**config.mk**
```make
export PLATFORM = sky130hd
export DESIGN_NAME = synth_voice_allocator_with_stealing_unit
export DESIGN_NICKNAME = d
export VERILOG_FILES = /design/src/svac_pkg.sv /design/src/svac_scan.sv /design/src/svac_ctrl.sv /design/src/synth_voice_allocator_with_stealing_unit.sv
export VERILOG_INCLUDE_DIRS = /design/src /design/src/src
export SDC_FILE = /design/constraint.sdc
export NUM_CORES = 2
export LEC_CHECK = 0
export BUFFER_PORTS_ARGS = -buffer_cell sky130_fd_sc_hd__buf_2
export CELL_PAD_IN_SITES_DETAIL_PLACEMENT = 1
export CELL_PAD_IN_SITES_GLOBAL_PLACEMENT = 2
export CORE_MARGIN = 4
export CORE_UTILIZATION = 48
export DETAILED_ROUTE_END_ITERATION = 8
export PLACE_DENSITY_LB_ADDON = 0.15
export SYNTH_ARGS = -nofsm -noshare
export SYNTH_HDL_FRONTEND = slang
export SYNTH_HIERARCHICAL = 1
export SYNTH_SLANG_ARGS = --single-unit
```
**constraint.sdc**
```tcl
create_clock -name clock -period 22.7 [get_ports clock]
set_clock_uncertainty 0.2 [all_clocks]
set_input_delay 1.135 -clock clock [delete_from_list [all_inputs] [get_ports clock]]
set_output_delay 1.135 -clock clock [all_outputs]
set_load 0.01 [all_outputs]
```
**src/synth_voice_allocator_with_stealing_unit_defines.svh**
```systemverilog
// ----------------------------------------------------------------------------
// Voice allocator assertion macros
// Shared property shorthands for the voice allocator checks.
// ----------------------------------------------------------------------------
`ifndef SYNTH_VOICE_ALLOCATOR_WITH_STEALING_UNIT_DEFINES_SVH
`define SYNTH_VOICE_ALLOCATOR_WITH_STEALING_UNIT_DEFINES_SVH

// same-cycle implication, disabled in reset
`define SVAC_ASSERT_NOW(label, clk, rst, ante, cons, msg) \
   label: assert property (@(posedge clk) disable iff (rst) (ante) |-> (cons)) \
      else $error(msg);

// next-cycle implication, disabled in reset
`define SVAC_ASSERT_NEXT(label, clk, rst, ante, cons, msg) \
   label: assert property (@(posedge clk) disable iff (rst) (ante) |=> (cons)) \
      else $error(msg);

`endif

```
**src/svac_pkg.sv**
```systemverilog
// ----------------------------------------------------------------------------
// Voice allocator package
// Types, constants and helpers shared by the voice allocator modules.
// ----------------------------------------------------------------------------
`timescale 1ns / 1ps

package svac_pkg;

   localparam int NUM_VOICES  = 16;
   localparam int VID_W       = $clog2(NUM_VOICES);
   localparam int STAMP_W     = 32;
   localparam int STAMP_RESET = 16;

   typedef enum logic [1:0] {
      LIST_FREE  = 2'd0,
      LIST_ALLOC = 2'd1,
      LIST_LAME  = 2'd2
   } list_type;

   typedef enum logic [2:0] {
      REQ_ALLOC   = 3'd0,
      REQ_FREE    = 3'd1,
      REQ_RELEASE = 3'd2,
      REQ_COLLECT = 3'd3,
      REQ_SETPRIO = 3'd4
   } req_kind_type;

   typedef enum logic [1:0] {
      ST_IDLE,
      ST_SCAN,
      ST_EXEC
   } state_type;

   typedef struct packed {
      logic [2:0] req_type;
      logic [7:0] req_priority;
      logic [7:0] owner_id;
      logic [3:0] voice_index;
      logic       updates_free;
   } req_word_type;

   typedef struct packed {
      logic       granted;
      logic [3:0] voice_out;
      logic       stolen;
      logic       evicted_valid;
      logic [7:0] evicted_owner;
      logic       deferred;
   } rsp_word_type;

   // one voice as seen through the shared read port
   typedef struct packed {
      list_type           list;
      logic               owned;
      logic               fading;
      logic [7:0]         prio;
      logic [STAMP_W-1:0] stamp;
   } voice_view_type;

   typedef struct packed {
      logic             lame_found;
      logic [VID_W-1:0] lame_vid;
      logic             free_found;
      logic [VID_W-1:0] free_vid;
      logic             vic_found;
      logic [VID_W-1:0] vic_vid;
   } scan_best_type;

   typedef struct packed {
      logic             busy;
      logic             load;
      logic             scan_clear;
      logic             scan_step;
      logic             exec;
      logic [VID_W-1:0] scan_vid;
   } ctrl_type;

   function automatic logic [3:0] vid_to_out(input logic [VID_W-1:0] v);
      logic [VID_W+3:0] w;
      w = {4'b0000, v};
      return w[3:0];
   endfunction

   function automatic logic [VID_W-1:0] idx_to_vid(input logic [3:0] i);
      logic [VID_W+3:0] w;
      w = {{VID_W{1'b0}}, i};
      return w[VID_W-1:0];
   endfunction

   function automatic logic idx_in_pool(input logic [3:0] i);
      logic [VID_W+3:0] w;
      w = {{VID_W{1'b0}}, i};
      return w < (VID_W+4)'(NUM_VOICES);
   endfunction

endpackage

```
**src/svac_scan.sv**
```systemverilog
// ----------------------------------------------------------------------------
// Voice allocator scan unit
// Age subtractor and compare unit, one voice per step, holding the newest
// lame, newest free and best steal candidate seen so far.
// ----------------------------------------------------------------------------
`timescale 1ns / 1ps

module svac_scan
   import svac_pkg::*;
(
   input  logic               clock,
   input  logic               reset,
   input  logic               scan_clear,
   input  logic               scan_step,
   input  logic [VID_W-1:0]   scan_vid,
   input  voice_view_type     view,
   input  logic [STAMP_W-1:0] stamp_next,
   input  logic [7:0]         req_prio,
   output scan_best_type      best
);

   logic               lame_found_ff, lame_found_in;
   logic [VID_W-1:0]   lame_vid_ff, lame_vid_in;
   logic [STAMP_W-1:0] lame_age_ff, lame_age_in;
   logic               free_found_ff, free_found_in;
   logic [VID_W-1:0]   free_vid_ff, free_vid_in;
   logic [STAMP_W-1:0] free_age_ff, free_age_in;
   logic               vic_found_ff, vic_found_in;
   logic [VID_W-1:0]   vic_vid_ff, vic_vid_in;
   logic [STAMP_W-1:0] vic_age_ff, vic_age_in;
   logic [7:0]         vic_prio_ff, vic_prio_in;

   logic [STAMP_W-1:0] age;
   logic               take_lame, take_free, take_vic;

   assign age = stamp_next - view.stamp;

   assign take_lame = (view.list == LIST_LAME) && (!lame_found_ff || age < lame_age_ff);
   assign take_free = (view.list == LIST_FREE) && (!free_found_ff || age < free_age_ff);
   assign take_vic  = (view.list == LIST_ALLOC) && view.owned && !view.fading &&
                      (view.prio <= req_prio) &&
                      (!vic_found_ff || view.prio < vic_prio_ff ||
                       (view.prio == vic_prio_ff && age > vic_age_ff));

   always_comb begin
      lame_found_in = lame_found_ff;
      lame_vid_in   = lame_vid_ff;
      lame_age_in   = lame_age_ff;
      free_found_in = free_found_ff;
      free_vid_in   = free_vid_ff;
      free_age_in   = free_age_ff;
      vic_found_in  = vic_found_ff;
      vic_vid_in    = vic_vid_ff;
      vic_age_in    = vic_age_ff;
      vic_prio_in   = vic_prio_ff;
      if (scan_clear) begin
         lame_found_in = 1'b0;
         free_found_in = 1'b0;
         vic_found_in  = 1'b0;
      end else if (scan_step) begin
         if (take_lame) begin
            lame_found_in = 1'b1;
            lame_vid_in   = scan_vid;
            lame_age_in   = age;
         end
         if (take_free) begin
            free_found_in = 1'b1;
            free_vid_in   = scan_vid;
            free_age_in   = age;
         end
         if (take_vic) begin
            vic_found_in = 1'b1;
            vic_vid_in   = scan_vid;
            vic_age_in   = age;
            vic_prio_in  = view.prio;
         end
      end
   end

   always_ff @(posedge clock) begin
      if (reset) begin
         lame_found_ff <= 1'b0;
         free_found_ff <= 1'b0;
         vic_found_ff  <= 1'b0;
      end else begin
         lame_found_ff <= lame_found_in;
         free_found_ff <= free_found_in;
         vic_found_ff  <= vic_found_in;
      end
   end

   always_ff @(posedge clock) begin
      lame_vid_ff <= lame_vid_in;
      lame_age_ff <= lame_age_in;
      free_vid_ff <= free_vid_in;
      free_age_ff <= free_age_in;
      vic_vid_ff  <= vic_vid_in;
      vic_age_ff  <= vic_age_in;
      vic_prio_ff <= vic_prio_in;
   end

   assign best.lame_found = lame_found_ff;
   assign best.lame_vid   = lame_vid_ff;
   assign best.free_found = free_found_ff;
   assign best.free_vid   = free_vid_ff;
   assign best.vic_found  = vic_found_ff;
   assign best.vic_vid    = vic_vid_ff;

endmodule

```
**src/svac_ctrl.sv**
```systemverilog
// ----------------------------------------------------------------------------
// Voice allocator sequencer
// Steps the scan counter over the pool and hands off to the execute cycle.
// ----------------------------------------------------------------------------
`timescale 1ns / 1ps

module svac_ctrl
   import svac_pkg::*;
(
   input  logic       clock,
   input  logic       reset,
   input  logic       start,
   input  logic [2:0] new_type,
   input  logic       collect_more,
   output ctrl_type   ctrl
);

   state_type        state_ff, state_in;
   logic [VID_W-1:0] cnt_ff, cnt_in;
   logic             needs_scan;
   logic             scan_last;

   assign needs_scan = (new_type == REQ_ALLOC) || (new_type == REQ_COLLECT);
   assign scan_last  = (cnt_ff == VID_W'(NUM_VOICES - 1));

   always_comb begin
      state_in = state_ff;
      case (state_ff)
         ST_IDLE: begin
            if (start) begin
               state_in = needs_scan ? ST_SCAN : ST_EXEC;
            end
         end
         ST_SCAN: begin
            if (scan_last) begin
               state_in = ST_EXEC;
            end
         end
         ST_EXEC: begin
            state_in = collect_more ? ST_SCAN : ST_IDLE;
         end
         default: state_in = ST_IDLE;
      endcase
   end

   always_comb begin
      ctrl.busy       = 1'b0;
      ctrl.load       = 1'b0;
      ctrl.scan_clear = 1'b0;
      ctrl.scan_step  = 1'b0;
      ctrl.exec       = 1'b0;
      ctrl.scan_vid   = cnt_ff;
      cnt_in          = cnt_ff;
      case (state_ff)
         ST_IDLE: begin
            ctrl.load       = start;
            ctrl.scan_clear = start;
            cnt_in          = '0;
         end
         ST_SCAN: begin
            ctrl.busy      = 1'b1;
            ctrl.scan_step = 1'b1;
            cnt_in         = cnt_ff + 1'b1;
         end
         ST_EXEC: begin
            ctrl.busy       = 1'b1;
            ctrl.exec       = 1'b1;
            ctrl.scan_clear = collect_more;
            cnt_in          = '0;
         end
         default: begin
            cnt_in = '0;
         end
      endcase
   end

   always_ff @(posedge clock) begin
      if (reset) begin
         state_ff <= ST_IDLE;
         cnt_ff   <= '0;
      end else begin
         state_ff <= state_in;
         cnt_ff   <= cnt_in;
      end
   end

endmodule

```
**src/synth_voice_allocator_with_stealing_unit.sv**
```systemverilog
// ----------------------------------------------------------------------------
// Voice allocator with stealing
// Allocates physical synth voices from lame and free lists, steals the
// lowest-priority oldest voice when the pool is exhausted.
// ----------------------------------------------------------------------------
// Usage:
//   A request word is taken on req_word at a clock edge with start high and
//   busy low. One result word per request appears on rsp_word for a single
//   cycle with rsp_valid high; the receiver cannot stall it.
//   Allocate and collect walk the pool through one age/priority compare
//   unit, one voice per cycle, then execute; the result follows on the
//   next cycle. Collect repeats the walk once per lame voice plus a final
//   one.
//   Free, release and set priority skip the walk and go straight to the execute step, result the next.
//   A new request may be started in the cycle its predecessor's result is
//   shown.
//   Reset puts every voice in the free list, stamps voice v with v and the
//   next stamp at 16, and clears owners, priorities and fade marks. No
//   clearing pass is needed; the block is ready right after reset.
// ----------------------------------------------------------------------------
`timescale 1ns / 1ps

`include "synth_voice_allocator_with_stealing_unit_defines.svh"

module synth_voice_allocator_with_stealing_unit
   import svac_pkg::*;
(
   input  logic         clock,
   input  logic         reset,
   input  logic         start,
   output logic         busy,
   input  req_word_type req_word,
   output logic         rsp_valid,
   output rsp_word_type rsp_word
);

   list_type           list_ff   [NUM_VOICES];
   logic [STAMP_W-1:0] stamp_ff  [NUM_VOICES];
   logic [7:0]         prio_ff   [NUM_VOICES];
   logic [7:0]         tag_ff    [NUM_VOICES];
   logic               owned_ff  [NUM_VOICES];
   logic               fading_ff [NUM_VOICES];
   logic               pend_ff   [NUM_VOICES];
   logic [STAMP_W-1:0] stamp_next_ff;

   req_word_type  req_ff;
   logic          rsp_valid_ff, rsp_valid_in;
   rsp_word_type  rsp_word_ff, rsp_word_in;

   ctrl_type       ctrl;
   scan_best_type  best;
   voice_view_type view;

   logic [VID_W-1:0] target_vid;
   logic [VID_W-1:0] rd_vid;
   logic             idx_ok;
   logic             collect_more;

   // write controls for the execute cycle
   logic     wr_enter;
   list_type wr_list;
   logic     wr_fading_en, wr_fading;
   logic     wr_pend_en, wr_pend;
   logic     wr_owned_en, wr_owned;
   logic     wr_tag_en;
   logic     wr_prio_en;

   svac_ctrl u_ctrl (
      .clock        (clock),
      .reset        (reset),
      .start        (start),
      .new_type     (req_word.req_type),
      .collect_more (collect_more),
      .ctrl         (ctrl)
   );

   svac_scan u_scan (
      .clock      (clock),
      .reset      (reset),
      .scan_clear (ctrl.scan_clear),
      .scan_step  (ctrl.scan_step),
      .scan_vid   (ctrl.scan_vid),
      .view       (view),
      .stamp_next (stamp_next_ff),
      .req_prio   (req_ff.req_priority),
      .best       (best)
   );

   always_ff @(posedge clock) begin
      if (ctrl.load) begin
         req_ff <= req_word;
      end
   end

   assign idx_ok = idx_in_pool(req_ff.voice_index);

   always_comb begin
      target_vid = idx_to_vid(req_ff.voice_index);
      if (req_ff.req_type == REQ_ALLOC) begin
         if (best.lame_found) begin
            target_vid = best.lame_vid;
         end else if (best.free_found) begin
            target_vid = best.free_vid;
         end else begin
            target_vid = best.vic_vid;
         end
      end else if (req_ff.req_type == REQ_COLLECT) begin
         target_vid = best.lame_vid;
      end
   end

   assign rd_vid = ctrl.scan_step ? ctrl.scan_vid : target_vid;

   assign view.list   = list_ff[rd_vid];
   assign view.owned  = owned_ff[rd_vid];
   assign view.fading = fading_ff[rd_vid];
   assign view.prio   = prio_ff[rd_vid];
   assign view.stamp  = stamp_ff[rd_vid];

   // another walk is owed while a lame voice is left
   assign collect_more = (req_ff.req_type == REQ_COLLECT) && best.lame_found;

   always_comb begin
      wr_enter     = 1'b0;
      wr_list      = LIST_FREE;
      wr_fading_en = 1'b0;
      wr_fading    = 1'b0;
      wr_pend_en   = 1'b0;
      wr_pend      = 1'b0;
      wr_owned_en  = 1'b0;
      wr_owned     = 1'b0;
      wr_tag_en    = 1'b0;
      wr_prio_en   = 1'b0;
      rsp_word_in  = '0;
      case (req_ff.req_type)
         REQ_ALLOC: begin
            if (best.lame_found || best.free_found) begin
               wr_enter     = 1'b1;
               wr_list      = LIST_ALLOC;
               wr_fading_en = 1'b1;
               wr_fading    = 1'b0;
            end else if (best.vic_found && req_ff.updates_free) begin
               wr_fading_en              = 1'b1;
               wr_fading                 = 1'b1;
               rsp_word_in.stolen        = 1'b1;
               rsp_word_in.evicted_valid = 1'b1;
               rsp_word_in.evicted_owner = tag_ff[rd_vid];
            end
            if (best.lame_found || best.free_found ||
                (best.vic_found && req_ff.updates_free)) begin
               wr_pend_en            = 1'b1;
               wr_pend               = 1'b0;
               wr_owned_en           = 1'b1;
               wr_owned              = 1'b1;
               wr_tag_en             = 1'b1;
               wr_prio_en            = 1'b1;
               rsp_word_in.granted   = 1'b1;
               rsp_word_in.voice_out = vid_to_out(target_vid);
            end
         end
         REQ_FREE: begin
            rsp_word_in.voice_out = req_ff.voice_index;
            if (idx_ok && view.list == LIST_ALLOC && view.owned) begin
               wr_owned_en = 1'b1;
               wr_owned    = 1'b0;
               if (!view.fading) begin
                  wr_enter            = 1'b1;
                  wr_list             = LIST_LAME;
                  rsp_word_in.granted = 1'b1;
               end else begin
                  wr_pend_en           = 1'b1;
                  wr_pend              = 1'b1;
                  rsp_word_in.deferred = 1'b1;
               end
            end
         end
         REQ_RELEASE: begin
            rsp_word_in.voice_out = req_ff.voice_index;
            if (idx_ok && pend_ff[rd_vid] && view.list == LIST_ALLOC) begin
               wr_pend_en = 1'b1;
               wr_pend    = 1'b0;
               wr_enter   = 1'b1;
               wr_list    = LIST_LAME;
            end
         end
         REQ_COLLECT: begin
            if (best.lame_found) begin
               wr_enter = 1'b1;
               wr_list  = LIST_FREE;
            end
         end
         REQ_SETPRIO: begin
            rsp_word_in.voice_out = req_ff.voice_index;
            wr_prio_en            = idx_ok && view.owned;
         end
         default: begin
            rsp_word_in = '0;
         end
      endcase
   end

   assign rsp_valid_in = ctrl.exec && !collect_more;

   always_ff @(posedge clock) begin
      if (reset) begin
         for (int v = 0; v < NUM_VOICES; v++) begin
            list_ff[v]   <= LIST_FREE;
            stamp_ff[v]  <= STAMP_W'(v);
            prio_ff[v]   <= '0;
            tag_ff[v]    <= '0;
            owned_ff[v]  <= 1'b0;
            fading_ff[v] <= 1'b0;
            pend_ff[v]   <= 1'b0;
         end
         stamp_next_ff <= STAMP_W'(STAMP_RESET);
      end else if (ctrl.exec) begin
         if (wr_enter) begin
            list_ff[target_vid]  <= wr_list;
            stamp_ff[target_vid] <= stamp_next_ff;
            stamp_next_ff        <= stamp_next_ff + 1'b1;
         end
         if (wr_fading_en) begin
            fading_ff[target_vid] <= wr_fading;
         end
         if (wr_pend_en) begin
            pend_ff[target_vid] <= wr_pend;
         end
         if (wr_owned_en) begin
            owned_ff[target_vid] <= wr_owned;
         end
         if (wr_tag_en) begin
            tag_ff[target_vid] <= req_ff.owner_id;
         end
         if (wr_prio_en) begin
            prio_ff[target_vid] <= req_ff.req_priority;
         end
      end
   end

   always_ff @(posedge clock) begin
      if (reset) begin
         rsp_valid_ff <= 1'b0;
      end else begin
         rsp_valid_ff <= rsp_valid_in;
      end
   end

   always_ff @(posedge clock) begin
      if (rsp_valid_in) begin
         rsp_word_ff <= rsp_word_in;
      end
   end

   assign busy      = ctrl.busy;
   assign rsp_valid = rsp_valid_ff;
   assign rsp_word  = rsp_word_ff;

   `SVAC_ASSERT_NOW(a_rsp_when_idle, clock, reset, rsp_valid, !busy, "result while busy")
   `SVAC_ASSERT_NEXT(a_start_busy, clock, reset, start && !busy,
                     busy && !rsp_valid, "request not taken")
   `SVAC_ASSERT_NOW(a_steal_grant, clock, reset, rsp_valid && rsp_word.stolen,
                    rsp_word.granted && rsp_word.evicted_valid, "steal without grant")
   `SVAC_ASSERT_NOW(a_defer_nogrant, clock, reset, rsp_valid && rsp_word.deferred,
                    !rsp_word.granted && !rsp_word.stolen, "deferred free granted")

endmodule

```
==> run_results.csv <==
group,metric,value,unit
outcome,status,"complete, no violations",
timing,report.final.slew_viol_count,0,
hold_path,worstHoldEndpoint,"stamp_next_ff[11]",
flow_run,maxCapViolations,0,
logic_synthesis,avgSynthCellArea,11.8,µm²
placement,dp_hpwl,97.2,mm
placement,dpl_cell_area,0.0535,mm²
logic_synthesis,synth_top_area_share,57.7,%
critical_path,required,22.84,ns
detailed_routing,num_vias,35900,
cts,postCtsHoldBufs,0,
critical_path,rrSetupSlack,11.57,ns
placement,io_buffers,44,
global_routing,grt_pass1_vias,36700,
power_and_ir_drop,p_sw,1690,µW
cts,cts.clk_slew.worst_paths,0.06,ns
timing,layout_min_cycle_time,11.13,ns
critical_path,r2r_cells,27,
critical_path,reg2reg_from,"req_ff[21]",
logic_synthesis,synth.distinct_cells,96,
global_routing,grt_overflow,0,
timing,fin_tns_setup,0,ns
logic_synthesis,syn_area,0.0522,mm²
critical_path,critical_path.reg2reg.endpoint,"u_scan/vic_prio_ff[0]",
logic_synthesis,syn_nets,4578,
timing,hold_viol_final,0,
logic_synthesis,ys_ff_latch,1045,
critical_path,path_buf_inv,4,
detailed_routing,totalWireLength,166,mm
detailed_routing,drt_iter0_markers,3436,
logic_synthesis,synth_top_area_cell,"edfxtp_1",
global_routing,grt_max_degree,96,
floorplanning,initial_core_util,48.5,%
critical_path,critPathMaxStageDelay,0.96,ns
final_layout,instances_no_fill,5824,
detailed_routing,viasPerCell,6.16,
detailed_routing,drc,0,
global_routing,grt_util_met3,4.57,%
power_and_ir_drop,p_comb_share,24.1,%
power_and_ir_drop,peakVddDrop,0.0641,mV
power_and_ir_drop,seq_power_share,41.9,%
final_layout,design_area,0.0571,mm²
timing,post-route-period-util,49.0,%
placement,gp_congestion,0.890,
power_and_ir_drop,clock_power_share,33.9,%
power_and_ir_drop,power_density,93.6,mW/mm²
hold_path,hp-class,"flop to flop",
hold_path,hold_depth,2,
cts,cts_max_level,3,
floorplanning,die-area,0.114,mm²
timing,relSlewSlack,5.73,%
cts,cts_tree,"built",
floorplanning,pin_count,45,
logic_synthesis,synth_warnings,6,
hold_path,holdCritStartpoint,"stamp_next_ff[11]",
detailed_routing,wire_per_inst,28.4,µm
cts,insertion_delay,0.72,ns
global_routing,use_met2,46.0,%
final_layout,final_nets,4500,
final_layout,area.growth.synth_to_final,9.43,%
logic_synthesis,syn_inst,4403,
cts,ctsResizeCount,0,
placement,dp.cells,5611,
timing,fmax,89.8,MHz
critical_path,start_kind,"flop",
global_routing,grt_busiest_layer,"met2",
global_routing,antenna_found_initial,9,
cts,cts_setup_buffers,0,
detailed_routing,route.antenna.remaining_nets,0,
critical_path,cp-end-kind,"flop",
timing,finalSetupViolCount,0,
cts,cts.sinks,1045,
logic_synthesis,synth_common_cells,"edfxtp_1, nand2_1, and2_1",
power_and_ir_drop,power.leakage,0.0213,µW
timing,rsz0062_at_grt,"false",
floorplanning,rows,120,
global_routing,met1_usage,42.2,%
global_routing,grtUsageTotal,29.0,%
floorplanning,die_h,338,µm
timing,fin_hold_ws,0.319,ns
cts,numCtsBuffers,115,
cts,cts_root_buf,"clkbuf_16",
logic_synthesis,ys_top_cells_by_area,"edfxtp_1, and2_1, nand2_1",
critical_path,criticalPathCategory,"flop to flop",
critical_path,crit_slowest_cell,"o41a_2",
floorplanning,core-area,0.108,mm²
logic_synthesis,synth_most_common_cell,"edfxtp_1",
logic_synthesis,synth-main-ff-cell,"edfxtp_1",
logic_synthesis,synth-edff-count,1003,
global_routing,grt_pass1_wl,244,mm
floorplanning,die_width,338,µm
power_and_ir_drop,switching_share,31.6,%
timing,worstMarginPinSlew,1.40,ns
detailed_routing,firstDrtPassIters,5,
final_layout,drive_gt1_share,10.3,%
critical_path,crit_family,"compound AO/OA/AOI/OAI gates",
critical_path,cp.arrival,11.27,ns
logic_synthesis,ys_seq_area_share,59.3,%
critical_path,path_max_fanout,68,
power_and_ir_drop,cellInternalPower,3660,µW
logic_synthesis,async_flop_share,0,%
cts,clk_path_buf_depth,3,
==> per-stage QoR <==
step           setup WS (ns)  power (µW)  utilization [%]
2_1_floorplan          12.33        3070                -
6_report               11.57        5340             53.1
5_1_grt                10.94        5570             53.1
3_5_place_dp           11.80        3550             49.8
3_3_place_gp           12.00        3530             49.8
4_1_cts                11.72        5360             53.1
==> final cells by class <==
cell class              count  area [µm²]
fillers                 11000       50400
clock buffers             155        3150
diodes                      4        10.0
inverters                 176         661
well taps                1403        1760
multi-input cells        2846       19100
repair buffers            141         976
flip-flops and latches   1045       31000
clock inverters            54         429
==> logic make-up (layout without fill, tap and decap cells) <==
| group | Yosys count | after routing | share of synthesized area (%) |
|---|---|---|---|
| other | 0 | 4 | 0 |
| buffers and inverters | 512 | 526 | 4.23 |
| multiplexers | 239 | 239 | 5.82 |
| adder cells (fa/ha/maj) | 148 | 148 | 3.56 |
| flip-flops | 1045 | 1045 | 59.3 |
| AND/OR/NAND/NOR | 1861 | 1861 | 18.5 |
| AO/OA/AOI/OAI | 562 | 562 | 7.91 |
| XOR/XNOR | 36 | 36 | 0.604 |
==> power groups by stage <==
stage	Combinational [µW]	Clock, µW	Sequential (µW)
floorplan	809	0	2270
global placement	1250	0	2280
detailed placement	1270	0	2280
CTS	1280	1840	2240
global route	1390	1930	2250
finish	1290	1810	2240
==> worst reg2reg max path: cells and delay by family, from the launching register on <==
| kind | cells | cell delay, ns |
|---|---|---|
| fa+ha+maj | 2 | 0.67 |
| simple gates | 8 | 1.74 |
| flops | 1 | 0.57 |
| buf+inv | 4 | 2.33 |
| compound gates | 13 | 5.22 |
==> registers in the layout, summed over array words and instances (netlist names), 24 cells and up <==
register / count
stamp_ff: 512
tag_ff: 128
u_scan/vic_age_ff: 32
prio_ff: 128
list_ff: 32
u_scan/free_age_ff: 32
stamp_next_ff: 32
u_scan/lame_age_ff: 32
req_ff: 24
==> layer usage <==
metal	share of wire, %	wire [µm]	up-vias
met5	0.022	37	-
met1	44	72900	18500
met3	8.1	13400	225
met4	2.2	3660	4
li1	-	-	15800
met2	46	75500	1358
==> worst max-delay path by stage <==
stage / start / endpoint / slack [ns] / depth (start not counted)
floorplan: u_scan/free_found_ff / u_scan/vic_age_ff[0] / 12.33 / 30
global placement: req_ff[21] / u_scan/vic_prio_ff[3] / 12.00 / 27
detailed placement: req_ff[21] / u_scan/vic_prio_ff[2] / 11.80 / 27
CTS: req_ff[21] / u_scan/vic_prio_ff[0] / 11.72 / 27
global route: req_ff[21] / u_scan/vic_prio_ff[3] / 10.94 / 27
finish: req_ff[21] / u_scan/vic_prio_ff[0] / 11.57 / 27
==> cells in the final DEF (no fill, tap or decap), types with 62 or more instances in the layout <==
master,n
edfxtp_1,1003
nand2_1,559
and2_1,522
a21oi_1,146
and3_1,118
a21o_1,63
ha_1,147
nor4_1,93
o21ai_0,62
buf_4,96
a311oi_1,113
mux2i_1,184
nor3_1,108
nor2_1,240
inv_1,169
clkbuf_16,119
Power figures use the tool's default switching activity.
